$ cat config.mk
export PLATFORM = sky130hd
export DESIGN_NAME = sccb_register_access_master
export DESIGN_NICKNAME = d
export VERILOG_FILES = /design/src/hw/rtl/sccb_pkg.sv /design/src/hw/rtl/sccb_register_access_master.sv
export SDC_FILE = /design/constraint.sdc
export NUM_CORES = 1
export LEC_CHECK = 0
export BUFFER_PORTS_ARGS = -buffer_cell sky130_fd_sc_hd__buf_4
export CORE_MARGIN = 2
export CORE_UTILIZATION = 50
export CTS_CLUSTER_DIAMETER = 40
export DETAILED_ROUTE_END_ITERATION = 12
export PLACE_DENSITY = 0.7
export SKIP_LAST_GASP = 1
export SYNTH_ARGS = -nofsm -noshare
export SYNTH_HDL_FRONTEND = slang
export SYNTH_SLANG_ARGS = --single-unit
$ cat constraint.sdc
create_clock -name clk -period 4.71 [get_ports clk]
set_input_delay 0 -clock clk [delete_from_list [all_inputs] [get_ports clk]]
set_output_delay 0 -clock clk [all_outputs]
set_load 0.05 [all_outputs]
$ cat src/hw/rtl/sccb_pkg.sv
package sccb_pkg;

  // request function codes
  localparam logic [1:0] FUNC_TICK  = 2'd0;
  localparam logic [1:0] FUNC_WRITE = 2'd1;
  localparam logic [1:0] FUNC_READ  = 2'd2;

  // configuration register indexes
  localparam logic [1:0] CFG_SLAVE_ADDR  = 2'd0;
  localparam logic [1:0] CFG_RETRY_LIMIT = 2'd1;
  localparam logic [1:0] CFG_PHASE_TICKS = 2'd2;

  // configuration reset values
  localparam logic [7:0]  SLAVE_ADDR_RESET  = 8'h42;
  localparam logic [3:0]  RETRY_LIMIT_RESET = 4'd3;
  localparam logic [15:0] PHASE_TICKS_RESET = 16'd1;

  // byte slots of a transfer
  localparam logic [1:0] BYTE_SLAVE_WR = 2'd0;
  localparam logic [1:0] BYTE_REG_ADDR = 2'd1;
  localparam logic [1:0] BYTE_REG_VAL  = 2'd2;
  localparam logic [1:0] BYTE_SLAVE_RD = 2'd3;

  // bit count at the end of a byte, and the nack marker for the stop
  localparam logic [3:0] BITS_PER_BYTE = 4'd8;
  localparam logic [3:0] NACK_MARK     = 4'd1;

  // bus sequencer phases
  typedef enum logic [13:0] {
    PH_IDLE      = 14'b00000000000001,
    PH_START_A   = 14'b00000000000010,
    PH_START_B   = 14'b00000000000100,
    PH_BIT_SET   = 14'b00000000001000,
    PH_BIT_HIGH  = 14'b00000000010000,
    PH_ACK_SET   = 14'b00000000100000,
    PH_ACK_HIGH  = 14'b00000001000000,
    PH_RD_LOW    = 14'b00000010000000,
    PH_RD_HIGH   = 14'b00000100000000,
    PH_NACK_LOW  = 14'b00001000000000,
    PH_NACK_HIGH = 14'b00010000000000,
    PH_STOP_A    = 14'b00100000000000,
    PH_STOP_B    = 14'b01000000000000,
    PH_STOP_C    = 14'b10000000000000
  } phase_t;

  // one tick request
  typedef struct packed {
    logic [1:0] func;
    logic [7:0] reg_addr;
    logic [7:0] reg_value;
    logic       sda_in;
    logic       scl_in;
  } sccb_in_t;

  // line and status result of one tick
  typedef struct packed {
    logic       sda_drive_low;
    logic       scl_drive_low;
    logic       busy_res;
    logic       done_res;
    logic       success;
    logic [7:0] read_data;
  } sccb_out_t;

endpackage

$ cat src/hw/rtl/sccb_register_access_master.sv
// channel  | direction | handshake            | payload
// in       | input     | in_valid / in_ready  | in_req  (sccb_in_t: one tick)
// out      | output    | out_valid / out_ready| out_res (sccb_out_t: lines, status)
// cfg      | input     | cfg_valid / cfg_ready| cfg_index, cfg_data
//
// One request per cycle unless the result stalls, one registered result per request.
// The phase sequencer takes a single registered step per accepted request.
// Reset (rst, synchronous) puts the sequencer in idle and loads register defaults.
// A result that is not taken holds out_res and stalls in_ready in the same cycle.
// The configuration channel is always ready.
module sccb_register_access_master (
  input  logic                clk,
  input  logic                rst,
  input  logic                in_valid,
  output logic                in_ready,
  input  sccb_pkg::sccb_in_t  in_req,
  output logic                out_valid,
  input  logic                out_ready,
  output sccb_pkg::sccb_out_t out_res,
  input  logic                cfg_valid,
  output logic                cfg_ready,
  input  logic [1:0]          cfg_index,
  input  logic [15:0]         cfg_data
);
  import sccb_pkg::*;

  // configuration registers
  logic [7:0]  slave_addr;
  logic [3:0]  retry_limit;
  logic [15:0] phase_ticks;

  // sequencer state
  phase_t      phase, phase_next;
  logic [15:0] phase_timer, phase_timer_next;
  logic [3:0]  bit_count, bit_count_next;
  logic [1:0]  byte_index, byte_index_next;
  logic [7:0]  shift_reg, shift_reg_next;
  logic [3:0]  attempt_count, attempt_count_next;
  logic        op_is_read, op_is_read_next;
  logic [7:0]  addr_latch, addr_latch_next;
  logic [7:0]  value_latch, value_latch_next;
  logic [7:0]  read_byte, read_byte_next;
  logic        done, ok;

  logic [15:0] ticks;
  logic [16:0] timer_inc;
  logic        in_fire;

  function automatic logic scl_released(input phase_t ph);
    return (ph == PH_START_A) || (ph == PH_BIT_HIGH) || (ph == PH_ACK_HIGH) ||
           (ph == PH_RD_HIGH) || (ph == PH_NACK_HIGH) || (ph == PH_STOP_B) ||
           (ph == PH_STOP_C) || (ph == PH_IDLE);
  endfunction

  function automatic logic [7:0] byte_for(input logic [1:0] idx, input logic [7:0] saddr,
                                          input logic [7:0] raddr, input logic [7:0] rval);
    logic [7:0] b;
    unique case (idx)
      BYTE_SLAVE_WR: b = saddr;
      BYTE_REG_ADDR: b = raddr;
      BYTE_REG_VAL:  b = rval;
      default:       b = saddr + 8'd1;
    endcase
    return b;
  endfunction

  assign cfg_ready = 1'b1;
  assign in_ready  = !out_valid || out_ready;
  assign in_fire   = in_valid && in_ready;

  // zero phase ticks behaves as one
  assign ticks     = (phase_ticks == 16'd0) ? 16'd1 : phase_ticks;
  assign timer_inc = {1'b0, phase_timer} + 17'd1;

  // next state for one tick
  always_comb begin
    phase_next         = phase;
    phase_timer_next   = phase_timer;
    bit_count_next     = bit_count;
    byte_index_next    = byte_index;
    shift_reg_next     = shift_reg;
    attempt_count_next = attempt_count;
    op_is_read_next    = op_is_read;
    addr_latch_next    = addr_latch;
    value_latch_next   = value_latch;
    read_byte_next     = read_byte;
    done               = 1'b0;
    ok                 = 1'b0;

    if (phase == PH_IDLE) begin
      if (in_req.func == FUNC_WRITE || in_req.func == FUNC_READ) begin
        op_is_read_next    = (in_req.func == FUNC_READ);
        addr_latch_next    = in_req.reg_addr;
        value_latch_next   = in_req.reg_value;
        attempt_count_next = 4'd0;
        byte_index_next    = BYTE_SLAVE_WR;
        bit_count_next     = 4'd0;
        phase_timer_next   = 16'd0;
        phase_next         = PH_START_A;
      end
    end else if (scl_released(phase) && !in_req.scl_in) begin
      // slave stretches the clock
      phase_timer_next = 16'd0;
    end else if (timer_inc < {1'b0, ticks}) begin
      phase_timer_next = timer_inc[15:0];
    end else begin
      phase_timer_next = 16'd0;
      unique case (phase)
        PH_START_A: phase_next = PH_START_B;
        PH_START_B: begin
          shift_reg_next = byte_for(byte_index, slave_addr, addr_latch, value_latch);
          bit_count_next = 4'd0;
          phase_next     = PH_BIT_SET;
        end
        PH_BIT_SET: phase_next = PH_BIT_HIGH;
        PH_BIT_HIGH: begin
          shift_reg_next = {shift_reg[6:0], 1'b0};
          bit_count_next = bit_count + 4'd1;
          phase_next     = (bit_count_next >= BITS_PER_BYTE) ? PH_ACK_SET : PH_BIT_SET;
        end
        PH_ACK_SET: phase_next = PH_ACK_HIGH;
        PH_ACK_HIGH: begin
          priority if (in_req.sda_in) begin
            bit_count_next = NACK_MARK;
            phase_next     = PH_STOP_A;
          end else if (byte_index == BYTE_SLAVE_RD) begin
            shift_reg_next = 8'd0;
            bit_count_next = 4'd0;
            phase_next     = PH_RD_LOW;
          end else if ((op_is_read && byte_index == BYTE_REG_ADDR) ||
                       byte_index == BYTE_REG_VAL) begin
            bit_count_next = 4'd0;
            phase_next     = PH_STOP_A;
          end else begin
            byte_index_next = byte_index + 2'd1;
            shift_reg_next  = byte_for(byte_index_next, slave_addr, addr_latch,
                                       value_latch);
            bit_count_next  = 4'd0;
            phase_next      = PH_BIT_SET;
          end
        end
        PH_RD_LOW: phase_next = PH_RD_HIGH;
        PH_RD_HIGH: begin
          shift_reg_next = {shift_reg[6:0], in_req.sda_in};
          bit_count_next = bit_count + 4'd1;
          phase_next     = (bit_count_next >= BITS_PER_BYTE) ? PH_NACK_LOW : PH_RD_LOW;
        end
        PH_NACK_LOW: phase_next = PH_NACK_HIGH;
        PH_NACK_HIGH: begin
          bit_count_next = 4'd0;
          phase_next     = PH_STOP_A;
        end
        PH_STOP_A: phase_next = PH_STOP_B;
        PH_STOP_B: phase_next = PH_STOP_C;
        PH_STOP_C: begin
          priority if (bit_count == NACK_MARK) begin
            if (attempt_count >= retry_limit) begin
              done       = 1'b1;
              phase_next = PH_IDLE;
            end else begin
              attempt_count_next = attempt_count + 4'd1;
              byte_index_next    = BYTE_SLAVE_WR;
              phase_next         = PH_START_A;
            end
          end else if (op_is_read && byte_index == BYTE_REG_ADDR) begin
            // register selected, restart with the read address
            byte_index_next = BYTE_SLAVE_RD;
            phase_next      = PH_START_A;
          end else begin
            if (op_is_read) begin
              read_byte_next = shift_reg;
            end
            done       = 1'b1;
            ok         = 1'b1;
            phase_next = PH_IDLE;
          end
          bit_count_next = 4'd0;
        end
        default: phase_next = PH_IDLE;
      endcase
    end
  end

  // configuration writes
  always_ff @(posedge clk) begin
    if (rst) begin
      slave_addr  <= SLAVE_ADDR_RESET;
      retry_limit <= RETRY_LIMIT_RESET;
      phase_ticks <= PHASE_TICKS_RESET;
    end else if (cfg_valid && cfg_ready) begin
      unique case (cfg_index)
        CFG_SLAVE_ADDR:  slave_addr  <= cfg_data[7:0];
        CFG_RETRY_LIMIT: retry_limit <= cfg_data[3:0];
        CFG_PHASE_TICKS: phase_ticks <= cfg_data;
        default: ;
      endcase
    end
  end

  // sequencer state update on each accepted tick
  always_ff @(posedge clk) begin
    if (rst) begin
      phase         <= PH_IDLE;
      phase_timer   <= 16'd0;
      bit_count     <= 4'd0;
      byte_index    <= BYTE_SLAVE_WR;
      shift_reg     <= 8'd0;
      attempt_count <= 4'd0;
      op_is_read    <= 1'b0;
      addr_latch    <= 8'd0;
      value_latch   <= 8'd0;
      read_byte     <= 8'd0;
    end else if (in_fire) begin
      phase         <= phase_next;
      phase_timer   <= phase_timer_next;
      bit_count     <= bit_count_next;
      byte_index    <= byte_index_next;
      shift_reg     <= shift_reg_next;
      attempt_count <= attempt_count_next;
      op_is_read    <= op_is_read_next;
      addr_latch    <= addr_latch_next;
      value_latch   <= value_latch_next;
      read_byte     <= read_byte_next;
    end
  end

  // result register
  always_ff @(posedge clk) begin
    if (rst) begin
      out_valid <= 1'b0;
    end else if (in_fire) begin
      out_valid <= 1'b1;
    end else if (out_ready) begin
      out_valid <= 1'b0;
    end
  end

  always_ff @(posedge clk) begin
    if (in_fire) begin
      out_res.sda_drive_low <= (phase_next == PH_START_A) || (phase_next == PH_START_B) ||
                               (phase_next == PH_STOP_A) || (phase_next == PH_STOP_B) ||
                               (((phase_next == PH_BIT_SET) || (phase_next == PH_BIT_HIGH))
                                && !shift_reg_next[7]);
      out_res.scl_drive_low <= !scl_released(phase_next);
      out_res.busy_res      <= (phase_next != PH_IDLE);
      out_res.done_res      <= done;
      out_res.success       <= ok;
      out_res.read_data     <= read_byte_next;
    end
  end

endmodule

==> results.md <==
- Outcome: complete, no violations
- Core Box Area: 13,800 sq um
- Ordered cell list for the critical path: nand3_1 > or3_1 > nor2_1 > nand3_1 > xnor2_1 > ha_1 > nand3_1 > or3_1 > a31oi_2 > or2_2 > nor2b_2 > o21ai_2 > a21o_1 > or3_1 > a31oi_1
- Sum of routed wire length over all layers: 19,100 um
- Per-instance average area after synthesis: 8.07 sq um
- Number of rows created at floorplan: 43
- Cell type contributing the most total cell area after synthesis: dfxtp_1
- Final setup viols: 0
- Setup crit start kind: flip-flop
- Share of the synthesized area in the top cell type: 0.291
- Max-cap check violation count: 0
- Final period utilization: 0.930
- Number of filler instances in the final layout: 1,224
- Hold/Removal Path Class: primary input to flip-flop
- Post-Synthesis Net Count: 944
- Global Route Usage Sum: 0.267
- Final TNS setup: 0 ns
- Delay-heaviest family, CP: simple AND/OR/NAND/NOR gates
- Final non-filler cell area: 8460 sq um
- Final worst clock skew: 0.00929 ns
- Predominant post-synthesis flop cell: dfxtp_1
- Number of hold violations in the final report: 0
- Routability Congestion: 0.945
- Total power per unit cell area: 355 nW/um^2
- Avg WL per Cell: 16.9 um
- Final worst path period need: 4.38 ns
- Area added between synthesis and finish: 20.4%
- Unrepaired setup endpoints after global routing: no
- Pins over their slew limit: 0
- Yosys warnings: 0
- Worst VDD drop: 0.251 mV
- EDFF count, synth: 13
- Slew @ Worst Pin: 1.11 ns
- Clock tree root driver cell: clkbuf_16
- Achievable frequency: 228 MHz
- Number of sinks handled by clock tree synthesis: 115
- Starting utilization of the core area: 0.508
- CTS tree: yes
- Crit path required time: 5.04 ns
- Largest net degree at the start of global routing: 103
- Sum of net half-perimeters after detailed placement: 13,200 um
- Clock Tree Buf Depth: 2
- Chip width: 123 um
- Grt ovf: 0
- Critical-path top delay cell: dfxtp_1
- Number of remaining DRC errors: 0
- Die boundary height: 123 um
- # nets final: 1,010
- Buf/Inv on CP: 0
- Gate Count Post-Synth: 871
- Leak: 3.24 nW
- Largest registers: phase_ticks: 16 flops, phase_timer: 16 flops, phase: 14 flops
- Initial drt markers: 863
- Layout Utilization: 0.612
- Area contributors post-synth: dfxtp_1 29%, nand2_1 6.8%, edfxtp_1 5.6%
- Number of nets with antenna violations after detailed routing: 0
- Most common library cell in the layout ignoring fill and taps: nand2_1
- Most used cells in the layout excluding fill and tap cells: 127 x nand2_1, 102 x dfxtp_1, 80 x nor2_1
- Crit path capture type: flip-flop
- Max transition margin: 0.259
- Die footprint: 15,000 sq um
- Number of diodes: 0
- Synth unique cells: 82
- Critical path arrival: 4.71 ns
- Final total power: 0.00300 W
- Async SR Flop Fraction: 0
- Vias per Instance: 5.95
- First-pass detailed-route iteration total: 8
- Clock insertion delay at the later pin of the skew report: 0.42 ns
- Cell area after synthesis: 7030 sq um
- Number of buffers created by CTS: 17
- H-tree levels: 4
- Vias: 6,729
- Register area share after synthesis: 0.346
- Port bufs: 57
- Clock slew at the register clock pins of the worst setup and hold paths: 0.05 ns
- Setup CP Type: flip-flop to flip-flop
- Via count of the first global-routing pass: 6,293
- Number of ports placed on the die boundary: 59
- Cell area after placement: 7440 sq um
- Final hold slack: 0.111 ns
- Antenna violations before repair: 0
- Share of final-layout standard cells stronger than drive strength 1: 0.159
- First-pass GRT wire length: 31,600 um
- CP peak stage delay: 0.44 ns
- Post-synthesis sequential element count: 115
- Biggest fanout along the worst timing path: 11
tightest hold or removal path, stage by stage:
cell and delay, ns:
buf_4 0.10, nand3b_1 0.24, a211o_1 0.16
layout make-up:
class / instances / area, sq um / share of cell area
multi-input cells: 660 / 4170 / 0.493
flip-flops and latches: 115 / 2430 / 0.288
repair buffers: 105 / 881 / 0.104
clock buffers: 21 / 482 / 0.0570
well taps: 180 / 225 / 0.0266
inverters: 38 / 143 / 0.0169
clock inverters: 11 / 121 / 0.0143
layer usage:
layer | vias up | global-route usage | wire length [um]
met3 | 55 | 0.0539 | 1180
met1 | 3158 | 0.351 | 8520
met2 | 256 | 0.429 | 8880
li1 | 3260 | - | -
met4 | 0 | 0.103 | 534
met5 | - | 0 | 0
Yosys cell counts (6+ instances only):
| library cell | n |
|---|---|
| nand3_1 | 21 |
| and3_1 | 6 |
| mux2_2 | 8 |
| o21ai_0 | 22 |
| nand4_1 | 11 |
| a31oi_1 | 7 |
| a211o_1 | 6 |
| a22oi_1 | 19 |
| mux2i_1 | 18 |
| a21oi_2 | 9 |
| nand3b_1 | 10 |
| xor2_1 | 9 |
| a21oi_1 | 76 |
| nand2_2 | 8 |
| xnor2_1 | 15 |
| dfxtp_1 | 102 |
| buf_2 | 14 |
| ha_1 | 30 |
| nand2_1 | 127 |
| nor4_1 | 14 |
| nand2b_1 | 7 |
| edfxtp_1 | 13 |
| nor2_1 | 80 |
| buf_6 | 6 |
| clkbuf_1 | 32 |
| a21o_1 | 8 |
| inv_1 | 37 |
| a222oi_1 | 10 |
| a211oi_1 | 6 |
| or3_1 | 12 |
| nor3_1 | 27 |
stage by stage:
step | worst slack (ns) | cells
final | 0.329 | 1130
after global routing | 0.110 | 1130
after CTS | 0.0828 | 1126
after detailed placement | 0.145 | 1057
after global placement | 0.304 | 1057
after floorplan | 0.963 | 871
final timing paths:
path / start / endpoint / slack, ns / depth (start not counted)
worst max-delay path: phase_timer[8] / bit_count[0] / 0.33 / 15
worst min-delay path: cfg_index[1] / retry_limit[0] / 0.11 / 3
worst max register to register: phase_timer[8] / bit_count[0] / 0.33 / 15
worst min register to register: read_byte[4] / read_byte[4] / 0.46 / 2
report_power, final:
group	internal (W)	total [W]	switching, W	leakage (nW)
sequential	0.00104	0.00108	0.0000462	0.955
clock	0.000838	0.00131	0.000467	0.300
combinational	0.000231	0.000615	0.000385	1.98
total	0.00210	0.00300	0.000898	3.24
logic make-up (layout without fill, tap and decap cells):
group | after synthesis | in the layout | synth area share
compound gates | 210 | 210 | 0.203
xor+xnor | 24 | 24 | 0.0299
fa+ha+maj | 30 | 30 | 0.0534
buf+inv | 96 | 175 | 0.0625
flops | 115 | 115 | 0.346
mux | 26 | 26 | 0.0385
other cells | 1 | 1 | 0.000534
simple gates | 369 | 369 | 0.266
repair_timing:
action	4_1_cts	5_1_grt
hold endpoints to repair	47	0
resized for setup	0	3
hold buffers	37	0
endpoints found under the setup margin	0	19
buffers inserted	0	4
No activity file was read; power rests on OpenSTA's default activity.
